### config.mk
export PLATFORM = sky130hd
export DESIGN_NAME = escaped_frame_receiver_top_flat
export DESIGN_NICKNAME = d
export VERILOG_FILES = /design/src/hw/rtl/efr_pkg.sv /design/src/hw/rtl/efr_if.sv /design/src/hw/rtl/efr_in_stage.sv /design/src/hw/rtl/efr_decode.sv /design/src/hw/rtl/efr_out_stage.sv /design/src/hw/rtl/escaped_frame_receiver_top.sv /design/src/flat_wrapper.sv
export SDC_FILE = /design/constraint.sdc
export NUM_CORES = 1
export LEC_CHECK = 0
export ABC_AREA = 0
export BUFFER_PORTS_ARGS = -buffer_cell sky130_fd_sc_hd__buf_2
export CAP_MARGIN = 20
export CORE_ASPECT_RATIO = 1.75
export CORE_MARGIN = 3
export CORE_UTILIZATION = 30
export DETAILED_ROUTE_END_ITERATION = 7
export SLEW_MARGIN = 20
export SYNTH_ARGS = -nofsm -noshare
export SYNTH_HDL_FRONTEND = slang
export SYNTH_HIERARCHICAL = 1
export SYNTH_SLANG_ARGS = --single-unit
### constraint.sdc
create_clock -name i_clk -period 1.84 [get_ports i_clk]
set_clock_uncertainty 0.05 [all_clocks]
set_input_delay 0.184 -clock i_clk [delete_from_list [all_inputs] [get_ports i_clk]]
set_output_delay 0.184 -clock i_clk [all_outputs]
set_load 0.01 [all_outputs]
### src/hw/rtl/efr_pkg.sv
`default_nettype none
// ----------------------------------------------------------------------------
// efr_pkg: shared types and constants of the escaped frame receiver
// Framing byte codes, buffer limits and the result item layout.
// ----------------------------------------------------------------------------
package efr_pkg;

    localparam int RawBufferBytes = 128;
    localparam int RawCountWidth  = $clog2(RawBufferBytes + 1);
    localparam int LenWidth       = 7;

    localparam logic [7:0] StartByte = 8'h61;
    localparam logic [7:0] StartCode = 8'h62;
    localparam logic [7:0] EndByte   = 8'h63;
    localparam logic [7:0] EndCode   = 8'h64;
    localparam logic [7:0] EscByte   = 8'h70;
    localparam logic [7:0] EscCode   = 8'h71;

    typedef enum logic [1:0] {
        KIND_PAYLOAD  = 2'd0,
        KIND_COMPLETE = 2'd1,
        KIND_RESTART  = 2'd2,
        KIND_OVERFLOW = 2'd3
    } t_kind;

    typedef struct packed {
        t_kind                 kind;
        logic [7:0]            data_byte;
        logic                  bad_escape;
        logic [LenWidth-1:0]   frame_length;
    } t_result;

endpackage
`default_nettype wire

### src/hw/rtl/efr_if.sv
`default_nettype none
// ----------------------------------------------------------------------------
// efr_if: channel interfaces of the escaped frame receiver
// Raw byte channel and decoded result channel, valid/ready handshake.
// ----------------------------------------------------------------------------
interface efr_in_if;
    logic       valid;
    logic       ready;
    logic [7:0] rx_byte;

    modport source (output valid, output rx_byte, input ready);
    modport sink   (input valid, input rx_byte, output ready);
endinterface

interface efr_out_if;
    logic                          valid;
    logic                          ready;
    efr_pkg::t_kind                kind;
    logic [7:0]                    data_byte;
    logic                          bad_escape;
    logic [efr_pkg::LenWidth-1:0]  frame_length;

    modport source (output valid, output kind, output data_byte, output bad_escape,
                    output frame_length, input ready);
    modport sink   (input valid, input kind, input data_byte, input bad_escape,
                    input frame_length, output ready);
endinterface
`default_nettype wire

### src/hw/rtl/efr_in_stage.sv
`default_nettype none
// ----------------------------------------------------------------------------
// efr_in_stage: input register
// Captures one raw byte per beat and holds it until the decoder takes it.
// ----------------------------------------------------------------------------
module efr_in_stage (
    input  wire logic  i_clk,
    input  wire logic  i_rst_n,
    efr_in_if.sink     i_rx,
    input  wire logic  i_dn_ready,
    output logic       o_dn_valid,
    output logic [7:0] o_dn_byte
);
    import efr_pkg::*;

    logic       r_valid;
    logic [7:0] r_byte;
    logic       n_valid;
    logic       accept;

    // A new beat may enter when the register is empty or the held one leaves in the same cycle.
    assign i_rx.ready = !r_valid || i_dn_ready;
    assign accept     = i_rx.valid && i_rx.ready;

    always_comb begin
        n_valid = r_valid;
        if (accept) begin
            n_valid = 1'b1;
        end else if (i_dn_ready) begin
            n_valid = 1'b0;
        end
    end

    always_ff @(posedge i_clk) begin
        if (!i_rst_n) begin
            r_valid <= 1'b0;
        end else begin
            r_valid <= n_valid;
        end
        if (accept) begin
            r_byte <= i_rx.rx_byte;
        end
    end

    assign o_dn_valid = r_valid;
    assign o_dn_byte  = r_byte;

endmodule
`default_nettype wire

### src/hw/rtl/efr_decode.sv
`default_nettype none
// ----------------------------------------------------------------------------
// efr_decode: frame state and byte decoder
// Tracks the frame mode and counters and forms at most one result per byte.
// ----------------------------------------------------------------------------
module efr_decode (
    input  wire logic        i_clk,
    input  wire logic        i_rst_n,
    input  wire logic        i_valid,
    input  wire logic [7:0]  i_byte,
    input  wire logic        i_res_ready,
    output logic             o_ready,
    output logic             o_res_valid,
    output efr_pkg::t_result o_res
);
    import efr_pkg::*;

    typedef enum logic [1:0] {
        MODE_IDLE   = 2'd0,
        MODE_FRAME  = 2'd1,
        MODE_ESCAPE = 2'd2
    } t_mode;

    t_mode                    r_mode;
    t_mode                    n_mode;
    logic [RawCountWidth-1:0] r_raw;
    logic [RawCountWidth-1:0] n_raw;
    logic [LenWidth-1:0]      r_dec;
    logic [LenWidth-1:0]      n_dec;
    logic                     emit;
    t_result                  res;
    logic                     advance;

    assign o_ready     = i_res_ready;
    assign advance     = i_valid && i_res_ready;
    assign o_res_valid = i_valid && emit;
    assign o_res       = res;

    always_comb begin
        n_mode = r_mode;
        n_raw  = r_raw;
        n_dec  = r_dec;
        emit   = 1'b0;
        res    = '0;
        res.kind = KIND_PAYLOAD;
        case (r_mode)
            MODE_FRAME, MODE_ESCAPE: begin
                if (i_byte == StartByte) begin
                    // A start byte inside a frame drops it and opens a new one.
                    n_mode   = MODE_FRAME;
                    n_raw    = RawCountWidth'(1);
                    n_dec    = '0;
                    emit     = 1'b1;
                    res.kind = KIND_RESTART;
                end else if (r_raw >= RawCountWidth'(RawBufferBytes)) begin
                    n_mode   = MODE_IDLE;
                    n_raw    = '0;
                    n_dec    = '0;
                    emit     = 1'b1;
                    res.kind = KIND_OVERFLOW;
                end else if (i_byte == EndByte) begin
                    // A dangling escape before the end byte yields nothing.
                    n_mode           = MODE_IDLE;
                    n_raw            = '0;
                    n_dec            = '0;
                    emit             = 1'b1;
                    res.kind         = KIND_COMPLETE;
                    res.frame_length = r_dec;
                end else if (r_mode == MODE_FRAME) begin
                    n_raw = r_raw + RawCountWidth'(1);
                    if (i_byte == EscByte) begin
                        n_mode = MODE_ESCAPE;
                    end else begin
                        n_dec         = r_dec + LenWidth'(1);
                        emit          = 1'b1;
                        res.data_byte = i_byte;
                    end
                end else begin
                    n_raw  = r_raw + RawCountWidth'(1);
                    n_mode = MODE_FRAME;
                    n_dec  = r_dec + LenWidth'(1);
                    emit   = 1'b1;
                    if (i_byte == StartCode) begin
                        res.data_byte = StartByte;
                    end else if (i_byte == EndCode) begin
                        res.data_byte = EndByte;
                    end else if (i_byte == EscCode) begin
                        res.data_byte = EscByte;
                    end else begin
                        res.bad_escape = 1'b1;
                    end
                end
            end
            default: begin
                // Outside a frame only a start byte matters.
                if (i_byte == StartByte) begin
                    n_mode = MODE_FRAME;
                    n_raw  = RawCountWidth'(1);
                end else begin
                    n_mode = MODE_IDLE;
                    n_raw  = '0;
                end
                n_dec = '0;
            end
        endcase
    end

    always_ff @(posedge i_clk) begin
        if (!i_rst_n) begin
            r_mode <= MODE_IDLE;
            r_raw  <= '0;
            r_dec  <= '0;
        end else if (advance) begin
            r_mode <= n_mode;
            r_raw  <= n_raw;
            r_dec  <= n_dec;
        end
    end

endmodule
`default_nettype wire

### src/hw/rtl/efr_out_stage.sv
`default_nettype none
// ----------------------------------------------------------------------------
// efr_out_stage: result register
// Holds one result beat until the sink takes it; refills in the same cycle.
// ----------------------------------------------------------------------------
module efr_out_stage (
    input  wire logic             i_clk,
    input  wire logic             i_rst_n,
    input  wire logic             i_up_valid,
    input  wire efr_pkg::t_result i_up_res,
    output logic                  o_up_ready,
    efr_out_if.source             o_res
);
    import efr_pkg::*;

    logic    r_valid;
    logic    n_valid;
    t_result r_res;
    logic    load;

    assign o_up_ready = !r_valid || o_res.ready;
    assign load       = i_up_valid && o_up_ready;

    always_comb begin
        n_valid = r_valid;
        if (load) begin
            n_valid = 1'b1;
        end else if (o_res.ready) begin
            n_valid = 1'b0;
        end
    end

    always_ff @(posedge i_clk) begin
        if (!i_rst_n) begin
            r_valid <= 1'b0;
        end else begin
            r_valid <= n_valid;
        end
        if (load) begin
            r_res <= i_up_res;
        end
    end

    assign o_res.valid        = r_valid;
    assign o_res.kind         = r_res.kind;
    assign o_res.data_byte    = r_res.data_byte;
    assign o_res.bad_escape   = r_res.bad_escape;
    assign o_res.frame_length = r_res.frame_length;

endmodule
`default_nettype wire

### src/hw/rtl/escaped_frame_receiver_top.sv
`default_nettype none
// A raw byte is held in the byte register, decoded, and registered as a result beat.
// Throughput: one raw byte per cycle; the byte register and the result register
// each refill in the cycle they empty, so a stalled sink only stops intake when both are full.
// Bytes that produce no result still pass through the decoder.
// Reset (synchronous, active low) empties both registers and returns to idle outside a frame.
// ----------------------------------------------------------------------------
// escaped_frame_receiver_top: byte-stuffing deframer
// Input register, frame decoder and result register in one pass per byte.
// ----------------------------------------------------------------------------
module escaped_frame_receiver_top (
    input  wire logic i_clk,
    input  wire logic i_rst_n,
    efr_in_if.sink    i_rx,
    efr_out_if.source o_res
);
    import efr_pkg::*;

    logic       in_valid;
    logic [7:0] in_byte;
    logic       dec_ready;
    logic       res_valid;
    t_result    res;
    logic       res_ready;

    efr_in_stage u_in (
        .i_clk      (i_clk),
        .i_rst_n    (i_rst_n),
        .i_rx       (i_rx),
        .i_dn_ready (dec_ready),
        .o_dn_valid (in_valid),
        .o_dn_byte  (in_byte)
    );

    efr_decode u_dec (
        .i_clk       (i_clk),
        .i_rst_n     (i_rst_n),
        .i_valid     (in_valid),
        .i_byte      (in_byte),
        .i_res_ready (res_ready),
        .o_ready     (dec_ready),
        .o_res_valid (res_valid),
        .o_res       (res)
    );

    efr_out_stage u_out (
        .i_clk      (i_clk),
        .i_rst_n    (i_rst_n),
        .i_up_valid (res_valid),
        .i_up_res   (res),
        .o_up_ready (res_ready),
        .o_res      (o_res)
    );

endmodule
`default_nettype wire

### src/flat_wrapper.sv
// flat-port wrapper written by rule: the top's interface ports become plain ports
module escaped_frame_receiver_top_flat import efr_pkg::*;
  (i_clk, i_rst_n, i_rx_valid, i_rx_rx_byte, i_rx_ready, o_res_valid, o_res_kind, o_res_data_byte, o_res_bad_escape, o_res_frame_length, o_res_ready);
  efr_in_if i_rx_i ();
  efr_out_if o_res_i ();
  input  wire logic i_clk;
  input  wire logic i_rst_n;
  input wire logic [$bits(i_rx_i.valid)-1:0] i_rx_valid;
  input wire logic [$bits(i_rx_i.rx_byte)-1:0] i_rx_rx_byte;
  output wire logic [$bits(i_rx_i.ready)-1:0] i_rx_ready;
  output wire logic [$bits(o_res_i.valid)-1:0] o_res_valid;
  output wire logic [$bits(o_res_i.kind)-1:0] o_res_kind;
  output wire logic [$bits(o_res_i.data_byte)-1:0] o_res_data_byte;
  output wire logic [$bits(o_res_i.bad_escape)-1:0] o_res_bad_escape;
  output wire logic [$bits(o_res_i.frame_length)-1:0] o_res_frame_length;
  input wire logic [$bits(o_res_i.ready)-1:0] o_res_ready;
  assign i_rx_i.valid = i_rx_valid;
  assign i_rx_i.rx_byte = i_rx_rx_byte;
  assign i_rx_ready = i_rx_i.ready;
  assign o_res_valid = o_res_i.valid;
  assign o_res_kind = o_res_i.kind;
  assign o_res_data_byte = o_res_i.data_byte;
  assign o_res_bad_escape = o_res_i.bad_escape;
  assign o_res_frame_length = o_res_i.frame_length;
  assign o_res_i.ready = o_res_ready;
  escaped_frame_receiver_top u_core (.i_clk(i_clk), .i_rst_n(i_rst_n), .i_rx(i_rx_i), .o_res(o_res_i));
endmodule
* Yosys cells after proc, flatten, opt, wreduce, memory -nomap -nowiden *
Index checks and enable logic that the tools add are counted.

cells by class
  bitwise logic cells = 2
  add/subtract/negate cells = 2
  equal/unequal tests = 10
  multiplexer cells = 37
  shifts and indexed selects = 0
  div/mod/pow operators = 0
  $lt $le $gt $ge = 1
  reductions and logical operators = 17
  multipliers = 0

operator list
  cell                   count
  $mux W7                9
  $eq A8 B7 Y1 const B   6
  $mux W8                6
  $mux W2                8
  $mux W1                14
  $ne A6 B6 Y1 const B   2
  $add A8 B1 Y8 const B  1
  $ge A8 B8 Y1 const B   1
  $reduce_or A4 Y1       2
  $add A7 B1 Y7 const B  1
  $reduce_or A7 Y1       1
  $logic_and A1 B1 Y1    4
  $reduce_and A2 Y1      2
  $reduce_bool A2 Y1     2
  $reduce_or A2 Y1       2
  $eq A2 B1 Y1 const B   1
  $eq A2 B2 Y1 const B   1
  $logic_not A1 Y1       2
  $logic_or A1 B1 Y1     2
  $not A1 Y1             2

storage, ports and cells
  memory bits (writable) = 0
  bits of input ports = 12
  flip-flop bits (word level) = 45
  ROM bits = 0
  latch bits = 0
  memories = 0
  logic and storage cells = 80

* Logic depth before layout (Yosys ltp) *
  depth in word-level cells = 10
  mapped depth = 7
  mapped depth without buffers = 6

* Cells and area by module *
The synthesis kept the hierarchy.

modules (own cells, without submodules)
  module         instances  area an instance (µm²)  cells each
  efr_decode     1          1,277.5                 162
  efr_out_stage  1          598.1                   23
  efr_in_stage   1          297.8                   13

* Worst setup path before layout *
No wires, ideal clock.

  kind = reg-to-reg
  start = register u_core.u_in.r_byte[3] (netlist: u_core/u_in/o_dn_byte[3])
  end = register u_core.u_out.r_res (netlist bit u_core/u_out/o_res.bad_escape), enable pin
  arrival time = 1,640 ps
  setup time = 261 ps
  stages on the path, launching flop included = 6
  path slack = -111 ps
  clock period less this slack = 1,951 ps
  data required time = 1,529 ps
  path through = edfxtp_1 > nand4bb_4 > or4_4 > nand3b_1 > and3b_1 > and2_4

between the ends
  longest elaborated chain between the ends = 9

ends and longest elaborated chain
  item                    line                              source
  start, declared         efr_in_stage.sv:17                logic [7:0] r_byte;
  start signal, assigned  efr_in_stage.sv:41                r_byte <= i_rx.rx_byte;
  $eq A8 B7 Y1            efr_decode.sv:71                  if (i_byte == EscByte) begin
  $mux W1                 efr_decode.sv:71
  $mux W1                 efr_decode.sv:69                  end else if (r_mode == MODE_FRAME) begin
  $mux W1                 efr_decode.sv:61                  end else if (i_byte == EndByte) begin
  $mux W1                 efr_decode.sv:55                  end else if (r_raw >= RawCountWidth'(RawBufferBytes)) begin
  $mux W1 *               efr_decode.sv:48                  if (i_byte == StartByte) begin
  $mux W1 *               efr_decode.sv:46                  case (r_mode)
  $logic_and A1 B1 Y1 *   efr_decode.sv:36                  assign o_res_valid = i_valid && emit;
  net u_core.res_valid    escaped_frame_receiver_top.sv:22  logic res_valid;
  $logic_and A1 B1 Y1 *   efr_out_stage.sv:22               assign load = i_up_valid && o_up_ready;
  net u_core.u_out.load   efr_out_stage.sv:19               logic load;
  end signal, assigned    efr_out_stage.sv:40               r_res <= i_up_res;
  end, declared           efr_out_stage.sv:18               t_result r_res;

Mark *: on every way through the listed nets, which the timed path passes. The rest lies on a longest branch.
A chain may end at the register's enable or synchronous reset.

* Worst setup path in the final report *
  start = register u_core.u_in.r_byte[7] (netlist: u_core/u_in/o_dn_byte[7])
  end = register u_core.u_out.r_res (netlist bit u_core/u_out/o_res.data_byte[3]), enable pin

The elaborated chain is that of the path after synthesis.

==> run summary <==
P_sw = 0.4697 mW
Remaining Overflow, GRT = 0
Syn Area/Cell = 10.98 µm²
Hold EP = u_core/u_in/o_dn_byte[6]
FMAX = 0.5243 GHz
Critical Path RT = 1820 ps
Max VDD drop = 0.0005236 V
Leak = 1.002 nW
Global Route met1 Usage = 0.1111
Final setup fails = 18
Layout cells sized above 1 = 0.3227
Crit path time final = 1907 ps
WS Path Type = flip-flop to flip-flop
Clk_lat worst skew = 290 ps
Hold Crit Start = i_rx_rx_byte[6]
Max Cap Viol = 0
Most common cell after layout, fill and taps aside = buf_2
HP Class = primary input to flip-flop
Cell area power density = 851.9 nW/µm²
EDFF count, synth = 26
Antenna violations before repair = 0
Starting Density = 0.3124
I/O pins = 32
Htree depth = 2
Sequential element share of the synthesized area = 0.5343
Part of the power in registers = 0.466
First-pass GRT wire length = 7.686 mm
Worst-path fanout max = 18
Yosys warns = 6
DR vias/cell = 4.863
Status = finished with violations
Syn nets = 214
Clk root buf = clkbuf_16
Reg-to-Reg Start = u_core/u_in/o_dn_byte[7]
DR iter-0 viols = 72
M2 GR Usage = 0.2154
Clock share of power = 0.456
Worst R2R Setup Slack = -70 ps
Final Cycle Share = 1.037
Area Overhead vs Synth = 27.46%
Core area = 6957 µm²
Sw Ratio = 0.1990
CTS tree = built
Failing checks = setup timing
Fillcell total = 651
Via count = 1629
Design area = 2770 µm²
Hold WS = 20.58 ps
Cell area after placement = 2569 µm²
DR WL/cell = 13.50 µm
Die ar. = 8342 µm²
Chip width = 70.34 µm
Final net count = 266
Slew headroom = 0.6776
Comb pwr share = 0.078
Gate Count Post-Synth = 198
GR Util met3 = 0.02979
Crit end category = flip-flop
Crit path launch type = flip-flop
Final ANT Viol Nets = 0
Die extent in y = 118.6 µm
Synth Flop Type = edfxtp_1
Largest net degree at the start of global routing = 19
Yosys reg bits = 45
Vias in the first global route = 1649
CTS Buffer Depth = 2
Final Hold Fails = 0
# clock sinks = 45
Reg2reg end = u_core/u_out/o_res.data_byte[3]
Reg2Reg Depth = 5
Drt first pass iters = 4
Unrepaired setup endpoints after global routing = true
Critical path data arrival time = 1880 ps
DR DRC count = 0
Final worst setup slack = -67.32 ps
Int Pwr = 1.890 mW
Max Slew Vio Count = 0
Most frequent cells in the layout = buf_2 (31), edfxtp_1 (26), buf_4 (23)
Hold depth = 1
Diodes inserted = 0
Port bufs = 31
Total wire length = 4.524 mm
GRT Total Usage = 0.1150
Post-Syn Area = 2173 µm²
Hpwl dp = 3.501 mm
Distinct cells, synth = 51
Cell row count = 40
Global placement routability congestion = 0.8246
FFs w/ async S/R, synth = 0
CTS buffer count = 5
Gr busiest metal = met2
Worst slew pin tran = 482.4 ps
Post-CTS Setup Inserts = 0
Clk slew on worst S/H paths = 60 ps
metal layers:
layer | up-vias | wire [µm]
met5 | - | 0
met4 | 0 | 145
met3 | 9 | 183
met2 | 29 | 2477
met1 | 762 | 1718
li1 | 829 | -
registers in the layout (all words and copies together), names as in the netlist:
name and count:
u_core/u_dec/r_mode 2, u_core/u_out/o_res.data_byte 8, u_core/u_out/o_res.frame_length 7, u_core/u_out/o_res.bad_escape 1, u_core/u_dec/r_raw 8, u_core/u_dec/r_dec 7, u_core/u_out/o_res.valid 1, u_core/u_in/o_dn_byte 8
u_core/u_out/o_res.kind 2, u_core/u_in/o_dn_valid 1
worst max-delay path, stage by stage (launching register included):
cell and delay (ps):
edfxtp_1 380, nand4bb_4 230, or4_4 430, nand3b_1 160, and3b_1 180, and2_4 210
cell families after synthesis:
logic type      after synthesis  share of synthesized area
flops                        45                     0.5343
mux                           1                   0.004606
compound gates               39                     0.1261
fa+ha+maj                     4                    0.02303
simple gates                 87                     0.2550
xor+xnor                      6                    0.02418
buf+inv                      16                    0.03281
stage by stage:
stage | TNS, ps | instances | setup WS, ps | utilization | power, mW
5_1_grt | -3082 | 335 | -163.8 | 0.3982 | 2.451
3_5_place_dp | -1170 | 327 | -65.66 | 0.3692 | 1.303
6_report | -1171 | 335 | -67.32 | 0.3982 | 2.360
4_1_cts | -1457 | 335 | -82.51 | 0.3959 | 2.381
3_3_place_gp | -940.4 | 327 | -52.57 | 0.3692 | 1.300
2_1_floorplan | -1903 | 198 | -105.7 | - | 1.223
power by group through the flow:
stage / Sequential (mW) / Clock [mW] / Combinational, mW
after floorplan: 1.12 / 0 / 0.0985
after global placement: 1.12 / 0 / 0.180
after detailed placement: 1.12 / 0 / 0.182
after CTS: 1.10 / 1.10 / 0.182
after global routing: 1.10 / 1.15 / 0.203
final: 1.10 / 1.08 / 0.184
worst max path at each step:
| stage | cells past startpoint | from | slack (ps) | endpoint |
|---|---|---|---|---|
| 5_1_grt | 5 | u_core/u_in/o_dn_byte[7] | -160 | u_core/u_out/o_res.data_byte[3] |
| 3_3_place_gp | 5 | u_core/u_in/o_dn_byte[7] | -50 | u_core/u_out/o_res.frame_length[1] |
| 3_5_place_dp | 5 | u_core/u_in/o_dn_byte[7] | -70 | u_core/u_out/o_res.data_byte[3] |
| 2_1_floorplan | 6 | u_core/u_in/o_dn_byte[1] | -110 | u_core/u_out/o_res.bad_escape |
| 6_report | 5 | u_core/u_in/o_dn_byte[7] | -70 | u_core/u_out/o_res.data_byte[3] |
| 4_1_cts | 5 | u_core/u_in/o_dn_byte[7] | -80 | u_core/u_out/o_res.data_byte[3] |
repair_timing:
item                                    CTS  global route
endpoints found under the setup margin   18            26
hold buffers                              0             0
gates resized for setup                   0             5
synth_stat cells (3+ instances only):
| library cell | count | area share |
|---|---|---|
| nor3_1 | 6 | 0.014 |
| ha_1 | 4 | 0.023 |
| clkbuf_1 | 4 | 0.0069 |
| nand2_1 | 16 | 0.028 |
| nand2b_1 | 4 | 0.012 |
| o21ai_1 | 3 | 0.0069 |
| a21oi_1 | 8 | 0.018 |
| a21boi_0 | 3 | 0.010 |
| and3_1 | 4 | 0.012 |
| a211oi_1 | 3 | 0.010 |
| nor2_1 | 11 | 0.019 |
| nand4_1 | 7 | 0.020 |
| nand3_1 | 6 | 0.014 |
| and2_1 | 12 | 0.035 |
| dfxtp_1 | 19 | 0.18 |
| xnor2_1 | 3 | 0.012 |
| xor2_1 | 3 | 0.012 |
| inv_1 | 7 | 0.012 |
| edfxtp_1 | 26 | 0.36 |
| o21ai_0 | 5 | 0.012 |
| buf_2 | 3 | 0.0069 |
area by class of cell:
type / count / area (µm²) / share of cell area
flip-flops and latches: 45 / 1161 / 0.4191
multi-input cells: 137 / 964.7 / 0.3482
repair buffers: 54 / 327.8 / 0.1183
clock buffers: 6 / 150.1 / 0.05420
well taps: 84 / 105.1 / 0.03794
clock inverters: 2 / 35.03 / 0.01265
inverters: 7 / 26.28 / 0.009485
No activity file was read; power rests on OpenSTA's default activity.
